[config.mk]
export PLATFORM = sky130hd
export DESIGN_NAME = tnu_sqrt_cell
export DESIGN_NICKNAME = d
export VERILOG_FILES = /design/src/hdl/tnu_sqrt_cell.sv
export SDC_FILE = /design/constraint.sdc
export NUM_CORES = 1
export LEC_CHECK = 0
export ABC_AREA = 0
export BUFFER_PORTS_ARGS = -buffer_cell sky130_fd_sc_hd__buf_2
export CORE_AREA = 2 2 163 165
export CTS_BUF_LIST = sky130_fd_sc_hd__clkbuf_2
export DETAILED_ROUTE_END_ITERATION = 8
export DIE_AREA = 0 0 165 167
export GPL_ROUTABILITY_DRIVEN = 0
export PLACE_DENSITY = 0.71
export SLEW_MARGIN = 20
export SYNTH_ARGS = -nofsm -noshare
export SYNTH_HDL_FRONTEND = slang
export SYNTH_SLANG_ARGS = --single-unit
[constraint.sdc]
create_clock -name clock -period 4.5 [get_ports clock]
set_input_delay 0.45 -clock clock [delete_from_list [all_inputs] [get_ports clock]]
set_output_delay 0.45 -clock clock [all_outputs]
set_load 0.005 [all_outputs]
[src/hdl/tnu_sqrt_cell.sv]
// one digit-by-digit square root step: one root bit per cell
`default_nettype none

module tnu_sqrt_cell #(
   parameter int K = 52
) (
   input  logic           clock,
   input  logic           advance,
   input  logic [K+1:0]   rem_i,
   input  logic [K-1:0]   root_i,
   input  logic [2*K-1:0] rad_i,
   output logic [K+1:0]   rem_o,
   output logic [K-1:0]   root_o,
   output logic [2*K-1:0] rad_o
);

   localparam int AW = K + 4;

   logic [K+1:0]   rem_ff, rem_in;
   logic [K-1:0]   root_ff, root_in;
   logic [2*K-1:0] rad_ff, rad_in;
   logic [AW-1:0]  acc;
   logic [AW-1:0]  trial;
   logic [AW:0]    diff;
   logic           ge;

   // bring down two radicand bits, try 4*root+1
   always_comb begin
      acc     = {rem_i, rad_i[2*K-1 -: 2]};
      trial   = AW'({root_i, 2'b01});
      diff    = {1'b0, acc} - {1'b0, trial};
      ge      = !diff[AW];
      rem_in  = ge ? diff[K+1:0] : acc[K+1:0];
      root_in = {root_i[K-2:0], ge};
      rad_in  = {rad_i[2*K-3:0], 2'b00};
   end

   always_ff @(posedge clock) begin
      if (advance) begin
         rem_ff  <= rem_in;
         root_ff <= root_in;
         rad_ff  <= rad_in;
      end
   end

   assign rem_o  = rem_ff;
   assign root_o = root_ff;
   assign rad_o  = rad_ff;

endmodule

`default_nettype wire

Yosys cells after proc, flatten, opt, wreduce, memory -nomap -nowiden
Cells that the tools add are included.
- bits of input ports: 212
- bits in latches: 0
- flip-flop bits (word level): 208
- word-level logic and storage cells: 6
- RAM bits: 0
- memory bits (read-only): 0
- memories kept: 0
- add/subtract/negate cells: 1
- bitwise operators: 0
- divide/modulo/power cells: 0
- reductions and logical operators: 1
- $mul: 0
- eq/ne operators: 0
- mux-type cells: 1
- $lt $le $gt $ge: 0
- shifts and indexed selects: 0
- operators with widths (kind ; number):
    subtractor 56 x 54 -> 57 bit ; 1
    2-to-1 mux 54 bit ; 1
    zero test 1 bit ; 1

Depth between registers and ports, before layout
- depth in word-level cells: 2
- depth in mapped cells: 16

Worst setup path after synthesis
Ideal clock, no wire load.
- path kind: input to register
- from: in root_i[12]
- to: reg rem_ff[53] (netlist: rem_o[53]) (data pin)
- stages on the path: 13
- library setup time: 0.266 ns
- slack: 1.605 ns
- data required time: 4.234 ns
- arrival: 2.630 ns
- cell sequence: inv_1 -> ha_1 -> buf_2 -> a21oi_2 -> o21ai_0 -> a311oi_4 -> a211oi_2 -> o31ai_2 -> a21oi_2 -> o21ai_2 -> a2111oi_1 -> o21a_1 -> o31ai_2
- longest elaborated chain between the ends: 2
- ends and longest elaborated chain (item ; line ; text):
    start: declaration ; 10 ; input logic [K-1:0] root_i,
    subtractor 56 x 54 -> 57 bit ; 31 ; diff = {1'b0, acc} - {1'b0, trial};
    2-to-1 mux 54 bit ; 33 ; rem_in = ge ? diff[K+1:0] : acc[K+1:0];
    named net rem_in[53] ; 19 ; logic [K+1:0] rem_ff, rem_in;
    end signal: assignment ; 40 ; rem_ff <= rem_in;
    end: declaration ; 19 ;
The timed path passes the listed nets, and every way through them passes these cells.
A chain may end at the register's enable or synchronous reset.

Worst setup path after layout
- from: in rad_i[102]
- to: reg rem_ff[19] (netlist: rem_o[19]) (data pin)
- longest elaborated chain between the ends: 2
- ends and longest elaborated chain (item ; line ; text):
    start: declaration ; 11 ; input logic [2*K-1:0] rad_i,
    subtractor 56 x 54 -> 57 bit ; 31 ;
    2-to-1 mux 54 bit ; 33 ;
    named net rem_in[19] ; 19 ;
The timed path passes the listed nets, and every way through them passes these cells.

==> results.toml <==
[yosys]
avgSynthCellArea_sq_um = 12.12
synthFlopType = "edfxtp_1"
synth-edff-count = 208
ys_types = 58
yosys_warnings = 0
synth-seq-cells = 208
ys_seq_area_share_pct = 61.64
synth_area_sq_um = 10130
synth-async-reset-ratio_pct = 0
syn_inst = 836

[floorplanning]
fp.coreArea_sq_um = 25760
die_h_um = 167
die-area_sq_um = 27560
pin_count = 422
start_util_pct = 39.33
die_w_um = 165
rows = 59

[worst_setup_path]
endpoint_kind = "register"
cp_data_arrival_time_ns = 4.10
cp-startpoint = "rad_i[102]"
crit_type = "in -> reg"
crit_path_start_kind = "input pin"
crit_required_ns = 5.05
crit_fanout = 44

[detailed_routing]
wire_per_inst_um = 18.66
wl_mm = 34.81
viasPerCell = 5.021
postRouteAntennaNets = 0
drcViolationCount = 0
via_count = 9365
dr.pass1.iters = 7
drtIter0Drc = 666

[sta]
max_slew_margin_pct = 36.76
hold_viol_final = 0
setup_tns_ns = 0
drv_slew = 0
rsz0062_at_grt = "false"
worst_pin_slew_ns = 0.9486
min_period_ns = 3.556
setup_viol = 0
whs_ns = 0.06542
max_freq_mhz = 281.2
post-route-period-util_pct = 79.02

[final_layout]
multi_input_area_sq_um = 3462
register_area_sq_um = 6246
drive_gt1_share_pct = 34.75
utilization_pct = 58.49
area_delta_synth_final_pct = 48.72
nets = 1756
final_cell_mix = "buf_2, edfxtp_1, dlygate4sd3_1"
final_common_cell = "buf_2"
fill_cells = 2030
final_cell_count_no_fill = 1865

[status]
outcome = "finished, final reports clean"

[clocking]
cts_buffers = 55
root_buffer = "clkbuf_2"
clk_pin_slew_ns = 0.09
clk_path_buf_depth = 3
h-tree-depth = 2
cts_setup_buffers = 0
cts_tree = "done"
clock_sinks = 208

[placement]
port-buffer-count = 419
post-place-cells = 1565
hpwlAfterDp_mm = 23.54

[grt]
grt_max_degree = 114
grt_pass1_vias = 9552
overflow = 0
grt_pass1_wl_mm = 50.89
antenna_found_initial = 5
track_usage_pct = 24.02

[job]
cap_violations = 0

[power_and_ir_drop]
power_mw = 4.848
powerDensity_nw_per_um2 = 321.7
ir_drop_mv = 0.1980
p_leak_nw = 6.725

[hold_path]
hp-class = "in -> reg"
hold_start = "rem_i[40]"
[registers in the layout (all words and copies together), names as in the netlist]
signal / flops
rad_o: 102
rem_o: 54
root_o: 52
[path summary, 6_finish.rpt]
| kind | endpoint | slack (ns) | cells past startpoint |
|---|---|---|---|
| setup / recovery | rem_o[19] | 0.94 | 15 |
| hold / removal | rem_o[42] | 0.07 | 3 |
[power by group]
| part | total, mW | internal (mW) | leakage, nW | switching (mW) |
|---|---|---|---|---|
| clock network | 1.28 | 0.482 | 0.362 | 0.795 |
| logic | 1.14 | 0.534 | 4.33 | 0.610 |
| registers | 2.43 | 2.37 | 2.04 | 0.0558 |
| total | 4.85 | 3.39 | 6.73 | 1.46 |
[area by class of cell]
| cell class | instances | share of cell area [%] |
|---|---|---|
| Antenna cell | 5 | 0.08304 |
| Clock buffer | 82 | 2.724 |
| Clock inverter | 9 | 0.2989 |
| Inverter | 74 | 1.843 |
| Multi-Input combinational cell | 526 | 22.98 |
| Sequential cell | 208 | 41.45 |
| Tap cell | 335 | 2.782 |
| Timing Repair Buffer | 626 | 27.84 |
[per-stage QoR]
step	setup slack [ns]	area, sq um
floorplan	1.605	10140
global placement	0.7954	12560
detailed placement	0.7056	12560
CTS	0.9935	15030
global route	0.6823	15070
finish	0.9439	15070
[per-layer routing]
layer | share of wire (%) | vias to the layer above | global-route usage (%) | routed length [um]
li1 | - | 4425 | - | -
met1 | 36 | 4384 | 25.39 | 12530
met2 | 50 | 442 | 41.59 | 17270
met3 | 8.2 | 114 | 6.750 | 2862
met4 | 6.2 | 0 | 15.39 | 2147
met5 | 0 | - | 0 | 0
[cells by family after synthesis]
| group | count (synthesis) | share of synthesized area, % |
|---|---|---|
| flip-flops | 208 | 61.64 |
| AO/OA/AOI/OAI | 234 | 14.89 |
| buffers and inverters | 103 | 4.223 |
| XOR/XNOR | 48 | 4.149 |
| adder cells (fa/ha/maj) | 53 | 6.545 |
| other | 1 | 0.03701 |
| AND/OR/NAND/NOR | 189 | 8.508 |
[worst max-delay path: stages]
cell and delay (ns):
dlygate4sd3_1 0.55, buf_2 0.15, inv_1 0.05, ha_1 0.22, inv_1 0.06, a21o_1 0.16, a41oi_2 0.21, a2111oi_2 0.51
o21ai_1 0.18, a21oi_2 0.23, o211ai_1 0.16, o21a_2 0.36, inv_2 0.37, buf_12 0.27, a21oi_1 0.11
[synthesized netlist by cell type, types with 2 or more instances]
cell	instances	area [sq um]
edfxtp_1	208	6246
a21oi_1	92	460.4
inv_1	73	274.0
nand2_1	63	236.5
nor2_1	59	221.5
ha_1	53	663.1
o21ai_0	44	220.2
xnor2_1	25	219.0
xor2_1	23	201.4
a21o_1	18	135.1
nor3_1	17	85.08
buf_2	15	75.07
nand4_1	14	87.58
o21a_1	11	82.58
nand3_1	10	50.05
o21bai_1	10	75.07
clkbuf_1	9	33.78
o21ai_1	9	45.04
a31oi_1	5	31.28
and2_1	5	31.28
nor2b_1	5	31.28
o211ai_1	5	37.54
a2111oi_2	4	60.06
a211oi_1	4	30.03
buf_4	4	30.03
o221ai_1	4	35.03
a21oi_2	3	26.28
nand2b_1	3	18.77
o211a_1	3	30.03
a21boi_0	2	15.01
a22oi_1	2	15.01
and3_1	2	12.51
and4_1	2	17.52
nor4_1	2	12.51
o31ai_1	2	15.01
o31ai_2	2	25.02
or2_2	2	12.51
or3_1	2	12.51
[timing repair]
item / 4_1_cts / 5_1_grt
endpoints found under the hold margin: 201 / 3
hold buffers: 201 / 3
gates resized for setup: 0 / 0
Note: power is estimated with default switching activity, not from simulation.
