$ cat config.mk
export PLATFORM = sky130hd
export DESIGN_NAME = tnu_div_cell
export DESIGN_NICKNAME = d
export VERILOG_FILES = /design/src/hdl/tnu_div_cell.sv
export SDC_FILE = /design/constraint.sdc
export NUM_CORES = 1
export LEC_CHECK = 0
export BUFFER_PORTS_ARGS = -buffer_cell sky130_fd_sc_hd__buf_2
export CORE_ASPECT_RATIO = 1.2
export CORE_MARGIN = 3
export CORE_UTILIZATION = 40
export DETAILED_ROUTE_END_ITERATION = 10
export MAX_ROUTING_LAYER = met4
export PLACE_DENSITY = 0.71
export SETUP_SLACK_MARGIN = 0.1
export SLEW_MARGIN = 10
export SYNTH_ARGS = -nofsm -noshare
export SYNTH_HDL_FRONTEND = slang
export SYNTH_SLANG_ARGS = --single-unit
$ cat constraint.sdc
create_clock -name clock -period 3.6 [get_ports clock]
set_input_delay 0.18 -clock clock [delete_from_list [all_inputs] [get_ports clock]]
set_output_delay 0.18 -clock clock [all_outputs]
set_load 0.03 [all_outputs]
$ cat src/hdl/tnu_div_cell.sv
// one restoring division step: one quotient bit per cell
`default_nettype none

module tnu_div_cell #(
   parameter int RW = 136,
   parameter int QW = 33
) (
   input  logic          clock,
   input  logic          advance,
   input  logic [RW-1:0] den,
   input  logic [RW-1:0] rem_i,
   input  logic [QW-1:0] pend_i,
   input  logic [QW-1:0] quo_i,
   output logic [RW-1:0] rem_o,
   output logic [QW-1:0] pend_o,
   output logic [QW-1:0] quo_o
);

   logic [RW-1:0] rem_ff, rem_in;
   logic [QW-1:0] pend_ff, pend_in;
   logic [QW-1:0] quo_ff, quo_in;
   logic [RW:0]   r2;
   logic [RW+1:0] diff;
   logic          ge;

   // shift in the next dividend bit, trial subtract
   always_comb begin
      r2      = {rem_i, pend_i[QW-1]};
      diff    = {1'b0, r2} - {2'b00, den};
      ge      = !diff[RW+1];
      rem_in  = ge ? diff[RW-1:0] : r2[RW-1:0];
      pend_in = {pend_i[QW-2:0], 1'b0};
      quo_in  = {quo_i[QW-2:0], ge};
   end

   always_ff @(posedge clock) begin
      if (advance) begin
         rem_ff  <= rem_in;
         pend_ff <= pend_in;
         quo_ff  <= quo_in;
      end
   end

   assign rem_o  = rem_ff;
   assign pend_o = pend_ff;
   assign quo_o  = quo_ff;

endmodule

`default_nettype wire

== Yosys cells after proc, flatten, opt, wreduce, memory -nomap -nowiden ==
Index checks and enable logic that the tools add are counted.
Word-level totals
  bits in registers: 201
  word-level logic and storage cells: 6
Cells by class
  $add $sub $neg: 1
  multiplexer cells: 1
  reduce and logical (&&, ||, !) cells: 1
Operator list (count)
  $sub A137 B136 Y138: 1
  $mux W136: 1
  $logic_not A1 Y1: 1

== Logic depth before layout (Yosys ltp) ==
  word-level depth: 2
  gate-level depth with buffers: 17

== Worst setup path before layout ==
No wires, ideal clock.
  path type: input -> register
  start point: in den[6]
  end point: reg rem_ff[53] (netlist: rem_o[53]), data pin
  setup time: 0.262 ns
  data arrival time: 2.871 ns
  data required time: 3.338 ns
  slack: 0.467 ns
  stages on the path: 15
  buffers on the path: 2
  path through: inv_1 ha_1 buf_2 a21oi_1 o21ai_1 a221oi_2 a2111oi_4 o211ai_2 o211ai_2 a21oi_2 or3_1 and2_4 clkinv_4 buf_6 mux2_1
On the way
  longest elaborated chain between the ends: 2
Ends and longest elaborated chain
  start: declaration: RTL line 10  | input logic [RW-1:0] den,
  $sub A137 B136 Y138: RTL line 29  | diff = {1'b0, r2} - {2'b00, den};
  $mux W136: RTL line 31  | rem_in = ge ? diff[RW-1:0] : r2[RW-1:0];
  net rem_in[53]: RTL line 19  | logic [RW-1:0] rem_ff, rem_in;
  end signal: assignment: RTL line 38  | rem_ff <= rem_in;
  end: declaration: RTL line 19
The timed path passes the listed nets, and every way through them passes these cells.
A chain may end at the register's enable or synchronous reset.

== Worst setup path after layout ==
  start point: in rem_i[77]
  end point: reg rem_ff[101] (netlist: rem_o[101]), data pin
On the way
  longest elaborated chain between the ends: 2
Ends and longest elaborated chain
  start: declaration: RTL line 11  | input logic [RW-1:0] rem_i,
  $sub A137 B136 Y138: RTL line 29
  $mux W136: RTL line 31
  net rem_in[101]: RTL line 19
The timed path passes the listed nets, and every way through them passes these cells.

==> impl_metrics.ini <==
[placed_design]
dp_cells = 3420
port_buffers = 539
dp_slack_ns = -0.4142
dp_hpwl_um = 62080
placed_area_mm2 = 0.02278
gp_congestion = 0.9758

[pwr]
leakage_nw = 11.63
vdd_drop_max_v = 0.0003219
p_sw_mw = 3.804
clockPowerShare = 0.258
power_frac_comb = 0.431
sw_frac_of_total = 0.3801
p_int_mw = 6.204
pwr_density_cell_mw_per_mm2 = 390.7
seqPwrFrac = 0.311
p_total_mw = 10.01

[grt]
grt_pass1_wl_um = 115400
grt_overflow = 0
antenna_found_initial = 15
grt_max_degree = 93
grt_pass1_vias = 20530
track_usage = 0.3244

[synth]
ys_types = 72
syn_area_per_cell_um2 = 8.205
synth-edff-count = 201
synth_seq_cells = 201
synth_ff_type = edfxtp_1
netlist_instances = 2163
seq_area_frac_synth = 0.3401
syn_nets = 2640
syn_area_mm2 = 0.01775
synth_warnings = 0
async_flop_share = 0

[critical_path]
crit_family = buffers and inverters
required_ns = 3.91
slowest_stage = dlygate4sd3_1
end_kind = flop
worstPathCellList = dlygate4sd3_1 > buf_2 > ha_2 > nand4_1 > or3_1 > nor3_1 > buf_4 > and3_1 > o2111ai_1 > buf_4 > nand4bb_1 > a21oi_1 > o21a_1 > buf_4 > xnor2_1 > a21oi_2
critPathMaxStageDelay_ns = 0.53
cp_max_fo = 5
arrival_ns = 3.76
path_buf_inv = 5
path_class = in2reg
cpMostUsedCell = buf_4
critPathLaunchType = input port

[cells_and_area]
final_cells = 3658
fillers = 3871
stdcell_area_mm2 = 0.02561
syn_to_final_growth_pct = 44.31
final_layout_size_suffix_gt1_frac = 0.3109
num-nets-final = 3556

[job]
maxCapViolCount = 0

[floorplanning]
num_io_pins = 542
die_y_um = 236.8
die_width_um = 198.3
core-area_mm2 = 0.04331
rows = 83
die_area_mm2 = 0.04695
start_util = 0.4098

[run_status]
outcome = finished clean

[min_path]
worstHoldPathType = in2reg

[clock_network]
clock-sinks = 201
clk_path_buf_depth = 3
tritoncts = built
cts_buffers = 23
cts.htree.levels = 1
cts_root_buffer = clkbuf_16
clk_pin_slew_ns = 0.07

[sta]
fmax_ghz = 0.2896
setup_viol = 0
drv_slew = 0
setup_slack_ns = 0.1475
final-hold-violation-count = 0
finalCritPeriodShare = 0.9590
worst_pin_slew_ns = 0.7946
finalCriticalPeriod_ns = 3.452
rsz0062_at_grt = yes
slew_headroom = 0.4702

[route]
drt_iter0_drc = 1374
drc = 0
wl_per_cell_um = 21.31
dr.pass1.iters = 6
via_per_inst = 5.541
wl_um = 77970
via_count = 20270
drtAntennaViolNets = 0
registers in the layout, summed over array words and instances (netlist names):
name / cells
pend_o: 32
rem_o: 136
quo_o: 33
cell usage in the layout, fill, tap and decap left out, drive strengths merged, types with 6 or more instances in the layout:
cell	instances
o31ai	11
diode	12
o21ai	149
or3	8
dlygate4sd3	183
xnor2	81
nor3	36
a31oi	14
a21o	55
nand4	81
a21oi	340
xor2	48
nor2b	10
a221oi	11
a21boi	14
nor4	16
o211ai	18
clkbuf	29
nand2b	14
inv	185
nand2	197
nand3	28
buf	818
ha	136
clkinv	6
o21bai	48
edfxtp	201
and3	7
o21a	19
nor2	253
synth_stat cells (7+ instances only):
master    instances  area share
nor2_1          253       0.054
a21oi_1         279       0.079
o21bai_1         48       0.020
o21a_1           19      0.0080
o211ai_1         16      0.0068
buf_2            23      0.0065
o31ai_1          11      0.0047
and3_1            7      0.0025
clkbuf_1         70       0.015
nand2_1         197       0.042
a21oi_2          61       0.030
nor3_1           36       0.010
nand3_1          28      0.0079
nand4_1          81       0.029
buf_6             9      0.0057
nand2b_1         14      0.0049
a21o_1           55       0.023
a221oi_1         10      0.0049
inv_1           184       0.039
o21ai_0         139       0.039
nor2b_1          10      0.0035
xnor2_1          81       0.040
nor4_1           16      0.0056
buf_4             8      0.0034
a31oi_1          14      0.0049
edfxtp_1        201        0.34
ha_1            136       0.096
xor2_1           48       0.024
or3_1             8      0.0028
o21ai_1           9      0.0025
a21boi_0         14      0.0059
final cells by class:
type	count	area (um^2)	share of cell area
inverters	185	699.4	0.02731
clock buffers	28	594.3	0.02320
multi-input cells	1666	10620	0.4147
flip-flops and latches	201	6036	0.2357
diodes	12	30.03	0.001172
well taps	552	690.7	0.02697
clock inverters	12	200.2	0.007816
repair buffers	1002	6740	0.2632
timing repair:
item,in CTS,in global routing
hold buffers,183,0
endpoints found under the hold margin,183,0
resized for setup,0,46
setup buffers,0,3
endpoints found under the setup margin,0,106
worst paths after layout:
check / from / endpoint / cells past startpoint
hold / removal: rem_i[133] / rem_o[134] / 3
setup / recovery: rem_i[77] / rem_o[101] / 16
layer usage:
| layer | GRT usage | up-vias | wire length, um |
|---|---|---|---|
| li1 | - | 9637 | - |
| met1 | 0.3620 | 9499 | 29630 |
| met2 | 0.5852 | 936 | 39470 |
| met3 | 0.04170 | 196 | 5193 |
| met4 | 0.1255 | 0 | 3680 |
| met5 | - | - | 0 |
kinds of logic (layout without fill, tap and decap cells):
| family | Yosys count | count (layout) | share of synthesized area |
|---|---|---|---|
| buf+inv | 296 | 1227 | 0.07007 |
| other cells | 1 | 13 | 0.0002113 |
| mux | 2 | 2 | 0.001269 |
| flops | 201 | 201 | 0.3401 |
| compound gates | 724 | 724 | 0.2563 |
| fa+ha+maj | 137 | 137 | 0.09700 |
| simple gates | 673 | 673 | 0.1714 |
| xor+xnor | 129 | 129 | 0.06366 |
power groups by stage:
stage	Clock (mW)	Combinational (mW)	Sequential (mW)
2_1_floorplan	0	1.81	3.77
3_3_place_gp	0	4.01	3.15
3_5_place_dp	0	4.03	3.15
4_1_cts	2.62	4.22	3.11
5_1_grt	2.70	4.60	3.14
6_report	2.58	4.31	3.12
stage by stage:
stage                 util  hold WS, ns  setup TNS, ns
floorplan                -       0.2789              0
global placement    0.5260       0.3572         -3.417
detailed placement  0.5260       0.3582         -7.872
CTS                 0.5867     0.002190              0
global route        0.5914      0.03506              0
finish              0.5914      0.01114              0
tightest hold or removal path: stages:
cell     delay, ns
buf_2         0.13
nand2_1       0.06
o21ai_1       0.08
Note: power is estimated with default switching activity, not from simulation.
